**config.mk**
```make
export PLATFORM = sky130hd
export DESIGN_NAME = base64_stream_decoder_unit_flat
export DESIGN_NICKNAME = d
export VERILOG_FILES = /design/src/hw/rtl/b64d_pkg.sv /design/src/hw/rtl/b64d_if.sv /design/src/hw/rtl/base64_stream_decoder_unit.sv /design/src/hw/rtl/b64d_cfg.sv /design/src/hw/rtl/b64d_step.sv /design/src/flat_wrapper.sv
export SDC_FILE = /design/constraint.sdc
export NUM_CORES = 1
export LEC_CHECK = 0
export BUFFER_PORTS_ARGS = -buffer_cell sky130_fd_sc_hd__buf_4
export CORE_AREA = 10 10 94 96
export CTS_CLUSTER_DIAMETER = 50
export DETAILED_ROUTE_END_ITERATION = 8
export DIE_AREA = 0 0 104 106
export PLACE_DENSITY = 0.67
export SLEW_MARGIN = 20
export SYNTH_ARGS = -nofsm -noshare
export SYNTH_HDL_FRONTEND = slang
export SYNTH_SLANG_ARGS = --single-unit
```
**constraint.sdc**
```tcl
create_clock -name clk -period 9.2 [get_ports clk]
set_input_delay 0.92 -clock clk [delete_from_list [all_inputs] [get_ports clk]]
set_output_delay 0.92 -clock clk [all_outputs]
set_load 0.05 [all_outputs]
```
**src/hw/rtl/b64d_pkg.sv**
```systemverilog
`default_nettype none
// ----------------------------------------------------------------------------
// b64d_pkg: shared types, constants and functions of the base64 decoder
// Alphabet lookup, end-of-data check, phase codes and register map.
// ----------------------------------------------------------------------------
package b64d_pkg;

  localparam int unsigned CHAR_W = 8;
  localparam int unsigned BYTE_W = 8;
  localparam int unsigned SYM_W  = 6;
  localparam int unsigned CNT_W  = 3;
  localparam int unsigned PADS_W = 2;
  localparam int unsigned VAR_W  = 2;
  localparam int unsigned DATA_W = 32;
  localparam int unsigned ADDR_W = 3;

  // Register map: variant lives at byte address 0.
  localparam logic [ADDR_W-1:0] ADDR_VARIANT = 3'h0;

  // Variant register bits.
  localparam int unsigned VAR_URLSAFE = 0;
  localparam int unsigned VAR_NOPAD   = 1;

  localparam logic [CHAR_W-1:0] CH_PAD     = 8'h3D; // '='
  localparam logic [CHAR_W-1:0] CH_PLUS    = 8'h2B; // '+'
  localparam logic [CHAR_W-1:0] CH_SLASH   = 8'h2F; // '/'
  localparam logic [CHAR_W-1:0] CH_DASH    = 8'h2D; // '-'
  localparam logic [CHAR_W-1:0] CH_USCORE  = 8'h5F; // '_'
  localparam logic [CHAR_W-1:0] CH_UPPER_A = 8'h41;
  localparam logic [CHAR_W-1:0] CH_UPPER_Z = 8'h5A;
  localparam logic [CHAR_W-1:0] CH_LOWER_A = 8'h61;
  localparam logic [CHAR_W-1:0] CH_LOWER_Z = 8'h7A;
  localparam logic [CHAR_W-1:0] CH_DIGIT_0 = 8'h30;
  localparam logic [CHAR_W-1:0] CH_DIGIT_9 = 8'h39;

  localparam logic [CHAR_W-1:0] OFS_LOWER = 8'd26;
  localparam logic [CHAR_W-1:0] OFS_DIGIT = 8'd52;
  localparam logic [SYM_W-1:0]  SYM_62    = 6'd62;
  localparam logic [SYM_W-1:0]  SYM_63    = 6'd63;

  typedef enum logic [1:0] {
    PH_DATA  = 2'd0,
    PH_PAD   = 2'd1,
    PH_TRAIL = 2'd2
  } phase_t;

  typedef struct packed {
    logic             hit;
    logic [SYM_W-1:0] value;
  } sym_t;

  typedef struct packed {
    logic              err;
    phase_t            phase;
    logic [PADS_W-1:0] pads;
  } eod_t;

  typedef struct packed {
    logic              byte_valid;
    logic [BYTE_W-1:0] out_byte;
    logic              msg_done;
    logic              status;
  } result_t;

  // Map a character to its six-bit value; hit low when outside the alphabet.
  function automatic sym_t sym_lookup(input logic [CHAR_W-1:0] ch, input logic urlsafe);
    sym_t s;
    s.hit   = 1'b1;
    s.value = '0;
    if (ch >= CH_UPPER_A && ch <= CH_UPPER_Z) begin
      s.value = SYM_W'(ch - CH_UPPER_A);
    end else if (ch >= CH_LOWER_A && ch <= CH_LOWER_Z) begin
      s.value = SYM_W'(ch - CH_LOWER_A + OFS_LOWER);
    end else if (ch >= CH_DIGIT_0 && ch <= CH_DIGIT_9) begin
      s.value = SYM_W'(ch - CH_DIGIT_0 + OFS_DIGIT);
    end else if (urlsafe && ch == CH_DASH) begin
      s.value = SYM_62;
    end else if (urlsafe && ch == CH_USCORE) begin
      s.value = SYM_63;
    end else if (!urlsafe && ch == CH_PLUS) begin
      s.value = SYM_62;
    end else if (!urlsafe && ch == CH_SLASH) begin
      s.value = SYM_63;
    end else begin
      s.hit = 1'b0;
    end
    return s;
  endfunction

  // Close the data part: check the leftovers, pick padding or trailing.
  function automatic eod_t end_of_data(input logic [SYM_W-1:0]  lb,
                                       input logic [CNT_W-1:0]  lc,
                                       input logic [PADS_W-1:0] pads_in,
                                       input logic              nopad);
    eod_t       e;
    logic [7:0] mask;
    mask = (8'd1 << lc) - 8'd1;
    if (lc > CNT_W'(4) || (lb & mask[SYM_W-1:0]) != '0) begin
      e.err   = 1'b1;
      e.phase = PH_TRAIL;
      e.pads  = pads_in;
    end else if (!nopad && lc[2:1] != '0) begin
      e.err   = 1'b0;
      e.phase = PH_PAD;
      e.pads  = lc[2:1];
    end else begin
      e.err   = 1'b0;
      e.phase = PH_TRAIL;
      e.pads  = '0;
    end
    return e;
  endfunction

endpackage
`default_nettype wire

```
**src/hw/rtl/b64d_if.sv**
```systemverilog
`default_nettype none
// ----------------------------------------------------------------------------
// b64d_if: valid/ready stream channels of the base64 decoder
// Character channel in, decoded-byte channel out.
// ----------------------------------------------------------------------------
interface b64d_in_if;
  logic                          valid;
  logic                          ready;
  logic [b64d_pkg::CHAR_W-1:0]   in_char;
  logic                          in_last;

  modport source (output valid, output in_char, output in_last, input ready);
  modport sink   (input valid, input in_char, input in_last, output ready);
endinterface

interface b64d_out_if;
  logic                          valid;
  logic                          ready;
  logic                          byte_valid;
  logic [b64d_pkg::BYTE_W-1:0]   out_byte;
  logic                          msg_done;
  logic                          status;

  modport source (output valid, output byte_valid, output out_byte, output msg_done,
                  output status, input ready);
  modport sink   (input valid, input byte_valid, input out_byte, input msg_done,
                  input status, output ready);
endinterface
`default_nettype wire

```
**src/hw/rtl/base64_stream_decoder_unit.sv**
```systemverilog
`default_nettype none
// ----------------------------------------------------------------------------
// base64_stream_decoder_unit: streaming base64 decoder, one character a beat
// Standard or URL-safe alphabet, padded or unpadded, with message status.
// ----------------------------------------------------------------------------
// Feed one character per beat on din, with in_last on the final character of
// a message. Every input beat yields exactly one output beat on dout, in
// order: byte_valid/out_byte carry a decoded byte when one completes, and the
// beat for the last character has msg_done set and status 0 (well formed) or
// 1 (malformed). The block sustains one character per clock cycle while dout
// is ready; each character passes through an input register, then the result
// register. The one-character-per-cycle rate is set by the message state
// loop: lookup, bit gathering and padding check close through the state
// registers. The variant register (bit 0 URL-safe alphabet, bit 1 no padding
// expected) sits at APB byte address 0; write it only between messages while
// the stream is drained.
// ----------------------------------------------------------------------------
module base64_stream_decoder_unit (
  input  wire logic                          clk,
  input  wire logic                          rst,
  b64d_in_if.sink                            din,
  b64d_out_if.source                         dout,
  input  wire logic                          psel,
  input  wire logic                          penable,
  input  wire logic                          pwrite,
  input  wire logic [b64d_pkg::ADDR_W-1:0]   paddr,
  input  wire logic [b64d_pkg::DATA_W-1:0]   pwdata,
  output logic      [b64d_pkg::DATA_W-1:0]   prdata,
  output logic                               pready
);

  logic [b64d_pkg::VAR_W-1:0]  variant;

  // Input register stage.
  logic                        in_full;
  logic [b64d_pkg::CHAR_W-1:0] in_char_q;
  logic                        in_last_q;

  // Result register stage.
  logic                        out_full;
  b64d_pkg::result_t           out_q;
  b64d_pkg::result_t           step_res;

  logic                        out_load;
  logic                        step;

  b64d_cfg u_cfg (
    .clk     (clk),
    .rst     (rst),
    .psel    (psel),
    .penable (penable),
    .pwrite  (pwrite),
    .paddr   (paddr),
    .pwdata  (pwdata),
    .prdata  (prdata),
    .pready  (pready),
    .variant (variant)
  );

  b64d_step u_step (
    .clk     (clk),
    .rst     (rst),
    .step    (step),
    .variant (variant),
    .in_char (in_char_q),
    .in_last (in_last_q),
    .res     (step_res)
  );

  // The result register may load when empty or being drained this cycle.
  assign out_load  = !out_full || dout.ready;
  // Advance the held character into the result register.
  assign step      = in_full && out_load;
  // Take a new character whenever the input register is empty or moving on.
  assign din.ready = !in_full || step;

  always_ff @(posedge clk) begin
    if (rst) begin
      in_full <= 1'b0;
    end else if (din.ready) begin
      in_full <= din.valid;
    end
  end

  always_ff @(posedge clk) begin
    if (din.valid && din.ready) begin
      in_char_q <= din.in_char;
      in_last_q <= din.in_last;
    end
  end

  always_ff @(posedge clk) begin
    if (rst) begin
      out_full <= 1'b0;
    end else if (out_load) begin
      out_full <= step;
    end
  end

  // Hold the result while the sink stalls.
  always_ff @(posedge clk) begin
    if (step) begin
      out_q <= step_res;
    end
  end

  assign dout.valid      = out_full;
  assign dout.byte_valid = out_q.byte_valid;
  assign dout.out_byte   = out_q.out_byte;
  assign dout.msg_done   = out_q.msg_done;
  assign dout.status     = out_q.status;

endmodule
`default_nettype wire

```
**src/hw/rtl/b64d_cfg.sv**
```systemverilog
`default_nettype none
// ----------------------------------------------------------------------------
// b64d_cfg: APB register file of the base64 decoder
// Holds the variant register; zero wait states.
// ----------------------------------------------------------------------------
module b64d_cfg (
  input  wire logic                          clk,
  input  wire logic                          rst,
  input  wire logic                          psel,
  input  wire logic                          penable,
  input  wire logic                          pwrite,
  input  wire logic [b64d_pkg::ADDR_W-1:0]   paddr,
  input  wire logic [b64d_pkg::DATA_W-1:0]   pwdata,
  output logic      [b64d_pkg::DATA_W-1:0]   prdata,
  output logic                               pready,
  output logic      [b64d_pkg::VAR_W-1:0]    variant
);

  logic sel_variant;

  // Low address bits are byte lanes; decode on the word index.
  assign sel_variant = (paddr[b64d_pkg::ADDR_W-1:2] ==
                        b64d_pkg::ADDR_VARIANT[b64d_pkg::ADDR_W-1:2]);
  assign pready      = 1'b1;

  always_ff @(posedge clk) begin
    if (rst) begin
      variant <= '0;
    end else if (psel && penable && pwrite && pready && sel_variant) begin
      variant <= pwdata[b64d_pkg::VAR_W-1:0];
    end
  end

  always_comb begin
    prdata = '0;
    if (sel_variant) begin
      prdata[b64d_pkg::VAR_W-1:0] = variant;
    end
  end

endmodule
`default_nettype wire

```
**src/hw/rtl/b64d_step.sv**
```systemverilog
`default_nettype none
// ----------------------------------------------------------------------------
// b64d_step: per-character decode step and message state
// Lookup, bit gathering, padding tracking, sticky error, status at last.
// ----------------------------------------------------------------------------
module b64d_step (
  input  wire logic                          clk,
  input  wire logic                          rst,
  input  wire logic                          step,
  input  wire logic [b64d_pkg::VAR_W-1:0]    variant,
  input  wire logic [b64d_pkg::CHAR_W-1:0]   in_char,
  input  wire logic                          in_last,
  output b64d_pkg::result_t                  res
);

  logic [b64d_pkg::SYM_W-1:0]  leftover_bits,  leftover_bits_next;
  logic [b64d_pkg::CNT_W-1:0]  leftover_count, leftover_count_next;
  b64d_pkg::phase_t            phase,          phase_next;
  logic [b64d_pkg::PADS_W-1:0] pads_owed,      pads_owed_next;
  logic                        error_seen,     error_seen_next;

  b64d_pkg::sym_t              sym;
  b64d_pkg::eod_t              eod;
  b64d_pkg::eod_t              eod_last;
  logic [2*b64d_pkg::SYM_W-1:0] acc;
  logic [3:0]                  cnt;
  logic [7:0]                  keep_mask;
  logic                        nopad;

  assign nopad = variant[b64d_pkg::VAR_NOPAD];
  assign sym   = b64d_pkg::sym_lookup(in_char, variant[b64d_pkg::VAR_URLSAFE]);
  assign acc   = {leftover_bits, sym.value};
  assign cnt   = 4'({1'b0, leftover_count}) + 4'd6;
  // Remaining count is cnt mod 8 whether or not a byte goes out.
  assign keep_mask = (8'd1 << cnt[2:0]) - 8'd1;
  assign eod   = b64d_pkg::end_of_data(leftover_bits, leftover_count, pads_owed, nopad);

  always_comb begin
    leftover_bits_next  = leftover_bits;
    leftover_count_next = leftover_count;
    phase_next          = phase;
    pads_owed_next      = pads_owed;
    error_seen_next     = error_seen;
    res                 = '0;
    eod_last            = '0;

    case (phase)
      b64d_pkg::PH_DATA: begin
        if (sym.hit) begin
          if (cnt[3]) begin
            res.byte_valid = 1'b1;
            res.out_byte   = 8'(acc >> cnt[2:0]);
          end
          leftover_count_next = cnt[2:0];
          leftover_bits_next  = acc[b64d_pkg::SYM_W-1:0] & keep_mask[b64d_pkg::SYM_W-1:0];
        end else begin
          // The ending character is the first padding candidate.
          phase_next     = eod.phase;
          pads_owed_next = eod.pads;
          if (eod.phase == b64d_pkg::PH_PAD) begin
            if (in_char == b64d_pkg::CH_PAD) begin
              pads_owed_next = eod.pads - 2'd1;
              if (eod.pads == 2'd1) begin
                phase_next = b64d_pkg::PH_TRAIL;
              end
            end else begin
              error_seen_next = 1'b1;
              phase_next      = b64d_pkg::PH_TRAIL;
            end
          end else begin
            error_seen_next = 1'b1;
          end
        end
      end
      b64d_pkg::PH_PAD: begin
        if (in_char == b64d_pkg::CH_PAD && pads_owed != '0) begin
          pads_owed_next = pads_owed - 2'd1;
          if (pads_owed == 2'd1) begin
            phase_next = b64d_pkg::PH_TRAIL;
          end
        end else begin
          error_seen_next = 1'b1;
          phase_next      = b64d_pkg::PH_TRAIL;
        end
      end
      default: begin
        error_seen_next = 1'b1;
      end
    endcase

    if (in_last) begin
      res.msg_done = 1'b1;
      if (phase_next == b64d_pkg::PH_DATA) begin
        eod_last = b64d_pkg::end_of_data(leftover_bits_next, leftover_count_next,
                                         pads_owed_next, nopad);
        if (eod_last.err || eod_last.phase == b64d_pkg::PH_PAD) begin
          error_seen_next = 1'b1;
        end
      end else if (phase_next == b64d_pkg::PH_PAD && pads_owed_next != '0) begin
        error_seen_next = 1'b1;
      end
      res.status = error_seen_next;
      // Drop all message state for the next one.
      leftover_bits_next  = '0;
      leftover_count_next = '0;
      phase_next          = b64d_pkg::PH_DATA;
      pads_owed_next      = '0;
      error_seen_next     = 1'b0;
    end
  end

  always_ff @(posedge clk) begin
    if (rst) begin
      leftover_bits  <= '0;
      leftover_count <= '0;
      phase          <= b64d_pkg::PH_DATA;
      pads_owed      <= '0;
      error_seen     <= 1'b0;
    end else if (step) begin
      leftover_bits  <= leftover_bits_next;
      leftover_count <= leftover_count_next;
      phase          <= phase_next;
      pads_owed      <= pads_owed_next;
      error_seen     <= error_seen_next;
    end
  end

endmodule
`default_nettype wire

```
**src/flat_wrapper.sv**
```systemverilog
// flat-port wrapper written by rule: the top's interface ports become plain ports
module base64_stream_decoder_unit_flat 
  (clk, rst, psel, penable, pwrite, paddr, pwdata, prdata, pready, din_valid, din_in_char, din_in_last, din_ready, dout_valid, dout_byte_valid, dout_out_byte, dout_msg_done, dout_status, dout_ready);
  b64d_in_if din_i ();
  b64d_out_if dout_i ();
  input  wire logic clk;
  input  wire logic rst;
  input  wire logic psel;
  input  wire logic penable;
  input  wire logic pwrite;
  input  wire logic [b64d_pkg::ADDR_W-1:0] paddr;
  input  wire logic [b64d_pkg::DATA_W-1:0] pwdata;
  output logic      [b64d_pkg::DATA_W-1:0] prdata;
  output logic pready;
  input wire logic [$bits(din_i.valid)-1:0] din_valid;
  input wire logic [$bits(din_i.in_char)-1:0] din_in_char;
  input wire logic [$bits(din_i.in_last)-1:0] din_in_last;
  output wire logic [$bits(din_i.ready)-1:0] din_ready;
  output wire logic [$bits(dout_i.valid)-1:0] dout_valid;
  output wire logic [$bits(dout_i.byte_valid)-1:0] dout_byte_valid;
  output wire logic [$bits(dout_i.out_byte)-1:0] dout_out_byte;
  output wire logic [$bits(dout_i.msg_done)-1:0] dout_msg_done;
  output wire logic [$bits(dout_i.status)-1:0] dout_status;
  input wire logic [$bits(dout_i.ready)-1:0] dout_ready;
  assign din_i.valid = din_valid;
  assign din_i.in_char = din_in_char;
  assign din_i.in_last = din_in_last;
  assign din_ready = din_i.ready;
  assign dout_valid = dout_i.valid;
  assign dout_byte_valid = dout_i.byte_valid;
  assign dout_out_byte = dout_i.out_byte;
  assign dout_msg_done = dout_i.msg_done;
  assign dout_status = dout_i.status;
  assign dout_i.ready = dout_ready;
  base64_stream_decoder_unit u_core (.clk(clk), .rst(rst), .din(din_i), .dout(dout_i), .psel(psel), .penable(penable), .pwrite(pwrite), .paddr(paddr), .pwdata(pwdata), .prdata(prdata), .pready(pready));
endmodule
```
* Word level (Yosys, flattened, before mapping) *
Index checks and enable logic that the tools add are counted.

storage, ports and cells
  register bits after elaboration = 38
  input port bits = 51
  logic and storage cells = 139

operators by class
  add/subtract/negate cells = 11
  order comparisons = 8
  eq/ne operators = 11
  shift-type cells = 4
  multiplexer cells = 52
  bitwise logic cells = 4
  reductions and logical operators = 35

operators with widths
  cell                                                                                 count
  6-bit 2-to-1 mux                                                                     10
  8-bit by 6-bit equality test with 1-bit output, second input constant                4
  2-bit 2-to-1 mux                                                                     14
  6-bit by 1-bit subtractor with 6-bit output, second input constant                   4
  6-bit bitwise AND                                                                    3
  1-bit by 3-bit left shift with 6-bit output, first input constant                    3
  8-bit by 7-bit greater-or-equal comparator with 1-bit output, second input constant  2
  8-bit by 7-bit less-or-equal comparator with 1-bit output, second input constant     2
  1-bit logical AND                                                                    16
  1-bit 2-to-1 mux                                                                     15
  5-bit 2-to-1 mux                                                                     3
  2-bit by 1-bit equality test with 1-bit output, second input constant                6
  4-bit 2-to-1 mux                                                                     3
  6-bit nonzero test                                                                   2
  12-bit by 3-bit right shift with 8-bit output                                        1
  6-bit subtractor, second input constant                                              2
  3-bit 2-to-1 mux                                                                     3
  9-bit 2-to-1 mux                                                                     1
  8-bit by 7-bit equality test with 1-bit output, second input constant                1
  8-bit by 6-bit greater-or-equal comparator with 1-bit output, second input constant  1
  8-bit by 6-bit less-or-equal comparator with 1-bit output, second input constant     1
  2-bit one-hot mux with 2 select lines                                                2
  2-bit nonzero test                                                                   4
  6-bit by 5-bit adder with 6-bit output, second input constant                        1
  other kinds (11)                                                                     21

* Longest topological paths before layout *
Gate-level depths: netlist (run 1).

  word-level depth = 24
  gate-level depth with buffers = 15
  depth with buffers taken out = 14

* Cells and area by module *
From an unflattened synthesis (run 1), not the netlist that was laid out.

unflattened totals
  cells, all modules = 347
  area, all modules = 3040.4 um2

modules (own cells, without submodules)
  module                      instances  cells an instance  area each (um2)
  b64d_step                   1          273                1983.2
  base64_stream_decoder_unit  1          30                 704.4
  b64d_cfg                    1          44                 352.8

* Worst setup path before layout (run 1) *
Ideal clock, no wire load.

  path kind = register to register
  start = reg u_core.in_char_q[0] in the netlist's numbering
  end = reg u_core.out_q, in the netlist u_core.dout.status, data pin
  data arrival time = 3.086 ns
  data required time = 8.931 ns
  setup slack = 5.845 ns
  stages on the path, launching flop included = 15
  path buffers = 0
  clock period less this slack = 3.355 ns
  path through = edfxtp_1 > inv_1 > ha_1 > nor4bb_4 > nor3b_2 > o211ai_2 > a31oi_2 > nor3_1 > a31oi_1 > ha_1 > xnor2_1 > nor2_1 > o31a_1 > a2111oi_2 > a31oi_1

between the ends
  cells in the longest elaborated chain, start to end = 23
  elaborated cells on any way between the ends = 79
  classes of those cells = add/sub: 6; order compare: 7; eq/ne: 7; shift: 1; mux: 40; bitwise: 2; reduce/logical: 16

ends and longest elaborated chain
  element                                         RTL line                           RTL
  start: declaration                              base64_stream_decoder_unit.sv:36   logic [b64d_pkg::CHAR_W-1:0] in_char_q;
  start signal: assignment                        base64_stream_decoder_unit.sv:87   in_char_q <= din.in_char;
  8-bit by 6-bit equality test with 1-bit output  b64d_pkg.sv:82                     end else if (!urlsafe && ch == CH_SLASH) begin
  1-bit logical AND                               b64d_pkg.sv:82
  1-bit 2-to-1 mux                                b64d_pkg.sv:82
  1-bit 2-to-1 mux                                b64d_pkg.sv:80                     end else if (!urlsafe && ch == CH_PLUS) begin
  1-bit 2-to-1 mux                                b64d_pkg.sv:78                     end else if (urlsafe && ch == CH_USCORE) begin
  1-bit 2-to-1 mux                                b64d_pkg.sv:76                     end else if (urlsafe && ch == CH_DASH) begin
  1-bit 2-to-1 mux                                b64d_pkg.sv:74                     end else if (ch >= CH_DIGIT_0 && ch <= CH_DIGIT_9) begin
  1-bit 2-to-1 mux                                b64d_pkg.sv:72                     end else if (ch >= CH_LOWER_A && ch <= CH_LOWER_Z) begin
  [... 7 more ...]                                --
  1-bit logical OR                                b64d_pkg.sv:98                     if (lc > CNT_W'(4) || (lb & mask[SYM_W-1:0]) != '0) begin
  5-bit 2-to-1 mux                                b64d_pkg.sv:98
  5-bit 2-to-1 mux                                b64d_step.sv:93                    if (phase_next == b64d_pkg::PH_DATA) begin
  5-bit 2-to-1 mux                                b64d_step.sv:91                    if (in_last) begin
  2-bit by 1-bit equality test with 1-bit output  b64d_step.sv:96                    if (eod_last.err || eod_last.phase == b64d_pkg::PH_PAD) begin
  1-bit logical OR                                b64d_step.sv:96
  1-bit 2-to-1 mux                                b64d_step.sv:96
  1-bit 2-to-1 mux *                              b64d_step.sv:93
  end signal: assignment                          base64_stream_decoder_unit.sv:103  out_q <= step_res;
  end: declaration                                base64_stream_decoder_unit.sv:41   b64d_pkg::result_t out_q;

Mark *: on every way between the ends. The rest lies on a longest branch, timed or not. The select of a mux whose other input is x is not followed.
A chain may end at the register's enable or synchronous reset.

* Worst setup path in the final report (run 1) *
  start = reg u_core.in_char_q[2] in the netlist's numbering
  end = reg u_core.out_q, in the netlist u_core.dout.status, data pin

The elaborated chain is that of the path after synthesis.

==> results of run 1 <==
kinds of logic (layout without fill, tap and decap cells):
group                      Yosys count  after routing
DFF                                 37             37
xor gates and xnor gates             8              8
other                                2             32
muxes                                7              7
and+or+nand+nor                    114            114
AOI/OAI and AO/OA                   96             96
buffers and inverters               62             60
adders and majority gates           18             18
where the power goes:
group	internal (W)	switching [W]	leakage, nW
clock network	0.000109	0.0000607	0.0687
registers	0.000180	0.00000876	0.338
logic	0.0000286	0.0000710	0.908
total	0.000317	0.000141	1.32
metal layers:
| layer | part of all wire, % | global-route usage, % |
|---|---|---|
| met3 | 5.3 | 2.90 |
| met1 | 46 | 15.0 |
| met4 | 1.8 | 5.27 |
| met5 | 0 | 0 |
| met2 | 47 | 21.4 |
stage by stage:
step                total power (W)  util [%]  setup slack (ps)  cell area [sq um]  instances
floorplan                  0.000280         -              5840               3150        374
CTS                        0.000460      47.8              5100               3370        471
global placement           0.000289      45.9              5150               3240        463
global route               0.000478      47.8              4690               3370        471
finish                     0.000458      47.8              5030               3370        471
detailed placement         0.000290      45.9              5140               3240        463
flip-flops by register name, indices dropped and copies added, names as in the netlist, 2 cells and up:
name,flops
u_core.u_step.phase,2
u_core.u_step.leftover_count,2
u_core.u_cfg.variant,2
u_core.in_char_q,8
u_core.u_step.pads_owed,2
u_core.dout.out_byte,8
u_core.u_step.leftover_bits,6
synth_stat cells, drive strengths merged (5+ instances only):
master,count,area [sq um]
xnor2,6,52.6
and2,5,31.3
dfxtp,17,340
nand2,22,85.1
a211oi,11,87.6
nand2b,6,45.0
ha,18,225
a31oi,8,56.3
nor3,6,30.0
inv,19,71.3
nor2b,5,31.3
nand3,5,30.0
clkbuf,10,37.5
o21ai,13,65.1
edfxtp,20,601
and3,6,37.5
a21oi,20,104
a22oi,11,82.6
mux2i,6,60.1
buf,33,249
nor2,44,165
cell type report:
| class | instances | share of cell area [%] |
|---|---|---|
| Clock inverter | 3 | 2.04 |
| Tap cell | 99 | 3.67 |
| Sequential cell | 37 | 27.9 |
| Multi-Input combinational cell | 275 | 54.9 |
| Clock buffer | 5 | 2.04 |
| Inverter | 19 | 2.11 |
| Timing Repair Buffer | 33 | 7.34 |
tightest hold or removal path, stage by stage (launching register included):
cell	delay [ps]
dfxtp_1	340
nand2_1	60
a21oi_1	50
worst max path at each step:
stage	to	slack (ps)
floorplan	u_core.dout.status	5840
global placement	u_core.dout.status	5150
detailed placement	u_core.dout.status	5140
CTS	u_core.dout.status	5100
global route	u_core.dout.status	4690
finish	u_core.dout.status	5030
==> impl_metrics.toml, run 1 <==
[outcome]
status = "completed"

[grt]
antenna_found_initial = 0
grt_max_degree = 25
grt.overflow.total = 0
grt_use_total_pct = 12.6
grt_pass1_wl_um = 12000
grt_pass1_vias = 2526

[critical_path]
reg2reg_to = "u_core.dout.status"
r2r_slack_ps = 5030
timing.critical_path.buf_inv = 1
cp-startpoint = "u_core.in_char_q[2]"
cp.depth = 14
cp-start-kind = "flop"
r2r_cells = 14
critPathRequiredTime_ps = 9220
cp_top_family = "compound AO/OA/AOI/OAI gates"
r2r_start = "u_core.in_char_q[2]"
cpMaxStageDelayCell = "edfxtp_1"
crit_type = "flop to flop"
cp_max_fo = 10
slowest_delay_ps = 590
worstPathArrival_ps = 4190
end_kind = "flop"
path_cells = "inv_1 -> ha_1 -> o21ai_0 -> o21ai_0 -> a21oi_1 -> a31oi_2 -> nor3_1 -> a31oi_1 -> ha_1 -> xnor2_1 -> nor2_1 -> o31a_1 -> a2111oi_2 -> a31oi_1"

[clock_tree]
clk_latency_ps = 290
clk_path_buf_depth = 2
clkSlewWorstSetupHoldPaths_ps = 80
cts_hold_buf = 0
cts_made_buffers = 5
htree_levels = 2
clock-sinks = 37
cts_root_buf = "clkbuf_8"
post_cts.repair.setup_buffers = 0
cts-resized-gates = 0
cts_tree = "yes"

[layout]
n_fill_cell = 712
num-nets-final = 440
multiInputGateArea_sq_um = 1850
final_cell_mix = "nor2_1 (44), buf_4 (33), conb_1 (32)"
drive_gt1_share_pct = 17.2
register_area_sq_um = 941
layout.cells.most_common = "nor2_1"
antenna_cells = 0
area_growth_pct = 11.0

[hold_path]
min_to = "u_core.u_step.leftover_bits[5]"
hp-class = "flop to flop"
hp-start = "u_core.u_step.leftover_bits[5]"
holdPathStages = 2

[sta]
period_needed_ps = 4170
max_freq_mhz = 240
fin_worst_skew_ps = 10.1
slew_headroom_pct = 40.6
tns_ps = 0
setup_viol = 0
rsz0062_at_grt = "false"
finalCritPeriodShare_pct = 45.3
worst_hold_slack_ps = 497
finalMaxSlewViolations = 0
worstMarginPinSlew_ps = 889
hold_viol_final = 0

[floorplanning]
core_sq_um = 7060
dieWidth_um = 104
die-area_sq_um = 11000
initial_core_util_pct = 43.1
fp.dieH_um = 106
num_rows = 31
ios = 97

[drt]
drc = 0
wl_um = 7180
ant_nets = 0
wl_per_cell_um = 15.3
dr.pass1.iters = 4
drt_iter0_drc = 148
viasPerCell = 5.35
via_count = 2520

[placement]
gp_congestion = 0.886
hpwl_um = 5500
port_buffers = 33

[yosys]
synth_ff_type = "edfxtp_1"
seq_area_frac_synth_pct = 31.0
synth_top_family_by_area = "compound AO/OA/AOI/OAI gates"
async_flop_share_pct = 0
synthMuxAreaShare_pct = 2.72
synth_cell_types = 71
synthXorXnorAreaFrac_pct = 2.31
syn_avg_cell_area_sq_um = 8.83
synth-seq-cells = 37
yosysWarnings = 0
synth_adder_area_share_pct = 7.41
synth-compound-area-share_pct = 24.4
synth_area_sq_um = 3040
synthSimpleGateAreaFrac_pct = 20.2
synth_edf_count = 20
netlist_instances = 344

[power]
power_density_nw_per_um2 = 136
p_leak_nw = 1.32
peakVddDrop_mv = 0.0778

[run]
max_cap_viol_count = 0
No activity file was read; power rests on OpenSTA's default activity.
==> run 2, diff against run 1 <==
- clock period: 9.2 -> 4.3 ns (I/O delays scaled with it)
==> run 2 against run 1 <==
Non-clock buffer count is 8 higher. Die area did not move. Cell count rose by 1.7%. Largest cell class unchanged. Highest routed layer unchanged.
==> impl_metrics.toml, run 2 (synthesized netlist as in run 1, its figures left out) <==
[grt]
grt_pass1_wl_um = 12100
grt.overflow.total = 0
grt_use_total_pct = 12.8
grt_pass1_vias = 2455
grt_max_degree = 21
antenna_found_initial = 0

[clock_tree]
cts_root_buf = "clkbuf_8"
clkSlewWorstSetupHoldPaths_ps = 80
post_cts.repair.setup_buffers = 0
clk_latency_ps = 300
clk_path_buf_depth = 2
cts_made_buffers = 5
cts-resized-gates = 0
cts_tree = "yes"
clock-sinks = 37
cts_hold_buf = 0
htree_levels = 2

[layout]
area_growth_pct = 11.3
finish.utilization_pct = 47.9
n_fill_cell = 699
antenna_cells = 0
final_cell_mix = "nor2_1 (44), buf_4 (41), conb_1 (32)"
layout.cells.most_common = "nor2_1"
num-nets-final = 448
drive_gt1_share_pct = 18.9

[critical_path]
path_cells = "inv_2 -> ha_1 -> nor4bb_4 -> nor3b_2 -> o211ai_2 -> a31oi_2 -> nor3_1 -> a31oi_1 -> ha_1 -> xnor2_1 -> nor2_1 -> o31a_1 -> a2111oi_2 -> a31oi_1"
r2r_cells = 14
end_kind = "flop"
cp_max_fo = 9
cp_top_family = "compound AO/OA/AOI/OAI gates"
crit_type = "flop to flop"
worstPathArrival_ps = 3880
critPathRequiredTime_ps = 4330
slowest_delay_ps = 520
cp-start-kind = "flop"
timing.critical_path.buf_inv = 1
cp.depth = 14
cpMaxStageDelayCell = "edfxtp_1"

[power]
p_leak_nw = 1.33
peakVddDrop_mv = 0.118
power_density_nw_per_um2 = 254

[floorplanning]
fp.dieH_um = 106
ios = 97
initial_core_util_pct = 43.1
dieWidth_um = 104
core_sq_um = 7060
die-area_sq_um = 11000
num_rows = 31

[sta]
fin_worst_skew_ps = 6.47
finalMaxSlewViolations = 0
rsz0062_at_grt = "false"
tns_ps = 0
worstMarginPinSlew_ps = 706
setup_viol = 0
finalCritPeriodShare_pct = 89.6
hold_viol_final = 0
max_freq_mhz = 260
period_needed_ps = 3850
setup_slack_ps = 447
worst_hold_slack_ps = 304
slew_headroom_pct = 52.9

[run]
max_cap_viol_count = 0

[drt]
drc = 0
via_count = 2517
wl_um = 7130
dr.pass1.iters = 4
viasPerCell = 5.25
drt_iter0_drc = 223
ant_nets = 0
wl_per_cell_um = 14.9

[hold_path]
hp-class = "primary input to flop"
holdPathStages = 1

[placement]
pre_cts_ws_ps = 493
port_buffers = 33
gp_congestion = 0.897
hpwl_um = 5580

[outcome]
status = "completed"
==> run 2: area by class of cell <==
class                      count  area, sq um  area share [%]
multi-input combinational    275         1850            54.8
sequential                    37          941            27.8
clock buffer                   5         68.8            2.03
clock inverter                 3         17.5           0.518
tap                           99          124            3.66
inverter                      19         71.3            2.11
timing repair buffer          41          308            9.10
==> run 2: worst paths after layout <==
path                                        from                             end  slack (ps)
setup / recovery             u_core.in_char_q[3]              u_core.dout.status         450
hold / removal                    din_in_char[4]             u_core.in_char_q[4]         300
setup reg to reg             u_core.in_char_q[3]              u_core.dout.status         450
hold reg to reg   u_core.u_step.leftover_bits[5]  u_core.u_step.leftover_bits[5]         520
==> run 2: metal layers <==
layer	global-route usage (%)	vias up	wire (um)
li1	-	1268	-
met1	15.5	1153	3170
met2	21.5	84	3380
met3	3.68	12	460
met4	4.27	0	116
met5	0	-	0
==> run 2: worst register-to-register path, cell delays in order (launching register included) <==
cell and delay, ps:
edfxtp_1 520, inv_2 110, ha_1 210, nor4bb_4 190
nor3b_2 360, o211ai_2 250, a31oi_2 440, nor3_1 80
a31oi_1 220, ha_1 260, xnor2_1 170, nor2_1 70
o31a_1 250, a2111oi_2 310, a31oi_1 160
==> run 2: report_power, final <==
group	switching (W)	leakage, nW	total, W	internal [W]
logic	0.000157	0.947	0.000221	0.0000642
clock network	0.000130	0.0439	0.000242	0.000112
registers	0.0000130	0.338	0.000397	0.000384
==> run 2: metrics by stage <==
stage          instance area (sq um)  instances  power (W)
4_1_cts                         3380        479   0.000862
3_3_place_gp                    3300        471   0.000621
6_report                        3380        479   0.000861
2_1_floorplan                   3150        374   0.000598
3_5_place_dp                    3300        471   0.000624
5_1_grt                         3380        479   0.000900
==> run 3, diff against run 2 <==
- BUFFER_PORTS_ARGS: -buffer_cell sky130_fd_sc_hd__buf_4 -> default
- DONT_BUFFER_PORTS: default -> 1
- PLACE_DENSITY: 0.67 -> 0.55
==> run 3 against run 2 <==
Register-to-register slack improved by 130 ps. Final area shrank 6.8%. Die area did not move. Setup slack improved by 130 ps. Sequential share of layout area is 2.0 points higher. Critical endpoint unchanged. Largest power group unchanged.
==> impl_metrics.toml, run 3 (synthesized netlist as in run 1, its figures left out) <==
[drt]
drc = 0
wl_um = 7160
wl_per_cell_um = 15.9
via_count = 2429
dr.pass1.iters = 4
viasPerCell = 5.41
ant_nets = 0
drt_iter0_drc = 124

[critical_path]
worstPathArrival_ps = 3730
cpMaxStageDelayCell = "edfxtp_1"
timing.critical_path.buf_inv = 1
critPathRequiredTime_ps = 4310
cp_max_fo = 9
crit_type = "flop to flop"
slowest_delay_ps = 510
cp-start-kind = "flop"
path_cells = "inv_2 -> ha_1 -> nor4bb_4 -> nor3b_2 -> o211ai_2 -> a31oi_2 -> nor3_1 -> a31oi_1 -> ha_1 -> xnor2_1 -> nor2_1 -> o31a_1 -> a2111oi_2 -> a31oi_1"
end_kind = "flop"
cp_top_family = "compound AO/OA/AOI/OAI gates"

[sta]
fin_worst_skew_ps = 7.75
setup_viol = 0
finalCritPeriodShare_pct = 86.5
tns_ps = 0
setup_slack_ps = 582
period_needed_ps = 3720
worstMarginPinSlew_ps = 955
worst_hold_slack_ps = 204
hold_viol_final = 0
max_freq_mhz = 269
rsz0062_at_grt = "false"
slew_headroom_pct = 36.2
finalMaxSlewViolations = 0

[power]
clockPowerShare_pct = 27.6
power_density_nw_per_um2 = 264
share_seq_of_total_power_pct = 49.5
switching_share_pct = 33.7
peakVddDrop_mv = 0.153
internal_power_w = 0.000551
p_leak_nw = 1.18
p_switching_w = 0.000281
power_frac_comb_pct = 22.9

[layout]
num-nets-final = 418
instances_no_fill = 449
drive_gt1_share_pct = 11.1
antenna_cells = 0
finish.utilization_pct = 44.6
multiInputGateArea_sq_um = 1850
n_fill_cell = 714
final_cell_mix = "nor2_1 (44), conb_1 (32), nand2_1 (21)"
register_area_sq_um = 941
layout.cells.most_common = "nor2_1"
area_growth_pct = 3.71

[grt]
grt.overflow.total = 0
grt_max_degree = 21
antenna_found_initial = 0
grt_use_total_pct = 12.6
grt_pass1_vias = 2350
grt_pass1_wl_um = 11700

[clock_tree]
htree_levels = 2
cts_made_buffers = 5
cts_root_buf = "clkbuf_8"
cts_hold_buf = 0
cts_tree = "yes"
cts-resized-gates = 0
clock-sinks = 37
clkSlewWorstSetupHoldPaths_ps = 70
clk_path_buf_depth = 2
clk_latency_ps = 290
post_cts.repair.setup_buffers = 0

[placement]
gp_congestion = 0.868
hpwl_um = 5610
dp.cells = 441
port_buffers = 0
pre_cts_ws_ps = 577

[floorplanning]
fp.dieH_um = 106
die-area_sq_um = 11000
dieWidth_um = 104
ios = 97
initial_core_util_pct = 43.1
core_sq_um = 7060
num_rows = 31

[hold_path]
hp-class = "primary input to flop"

[run]
max_cap_viol_count = 0

[outcome]
status = "completed"
[run 3: cell types whose count changed in the layout (fill, tap and decap cells not counted), sizes merged]
| cell | previous run | this run |
|---|---|---|
| buf | 41 | 11 |
| clkbuf | 5 | 8 |
| clkinvlp | 1 | 0 |
| clkinv | 2 | 0 |
[run 3: area by class of cell]
| cell class | instances | area share (%) |
|---|---|---|
| clock buffer | 8 | 2.54 |
| inverter | 19 | 2.26 |
| tap | 99 | 3.93 |
| sequential | 37 | 29.9 |
| timing repair buffer | 11 | 2.62 |
| multi-input combinational | 275 | 58.8 |
[run 3: stage by stage]
step                area [sq um]  total power [W]
floorplan                   3150         0.000598
detailed placement          3070         0.000607
global placement            3070         0.000606
global route                3150         0.000875
finish                      3150         0.000832
CTS                         3150         0.000837
[run 3: final timing paths]
check                                      start                         endpoint  slack [ps]  cells past startpoint
setup reg to reg             u_core.in_char_q[3]               u_core.dout.status         580                     14
hold reg to reg   u_core.u_step.leftover_bits[5]   u_core.u_step.leftover_bits[5]         520                      2
setup / recovery             u_core.in_char_q[3]               u_core.dout.status         580                     14
hold / removal                               rst  u_core.u_step.leftover_count[2]         200                      1
[run 3: per-layer routing]
metal,vias up,part of all wire (%),GRT usage [%]
li1,1208,-,-
met1,1143,48,16.0
met2,71,45,20.3
met3,7,5.9,3.68
met4,0,0.91,3.38
met5,-,0,0
[run 3: power groups by stage]
stage          combinational (W)  clock, W  sequential (W)
2_1_floorplan           0.000183         0        0.000415
3_3_place_gp            0.000187         0        0.000419
3_5_place_dp            0.000189         0        0.000419
4_1_cts                 0.000189  0.000237        0.000411
5_1_grt                 0.000207  0.000255        0.000413
6_report                0.000191  0.000230        0.000411
[run 3: worst register-to-register path, cell delays in order (launching register included)]
cell and delay, ps:
edfxtp_1 510, inv_2 110, ha_1 210, nor4bb_4 190
nor3b_2 360, o211ai_2 190, a31oi_2 420, nor3_1 90
a31oi_1 200, ha_1 250, xnor2_1 160, nor2_1 60
o31a_1 240, a2111oi_2 300, a31oi_1 160
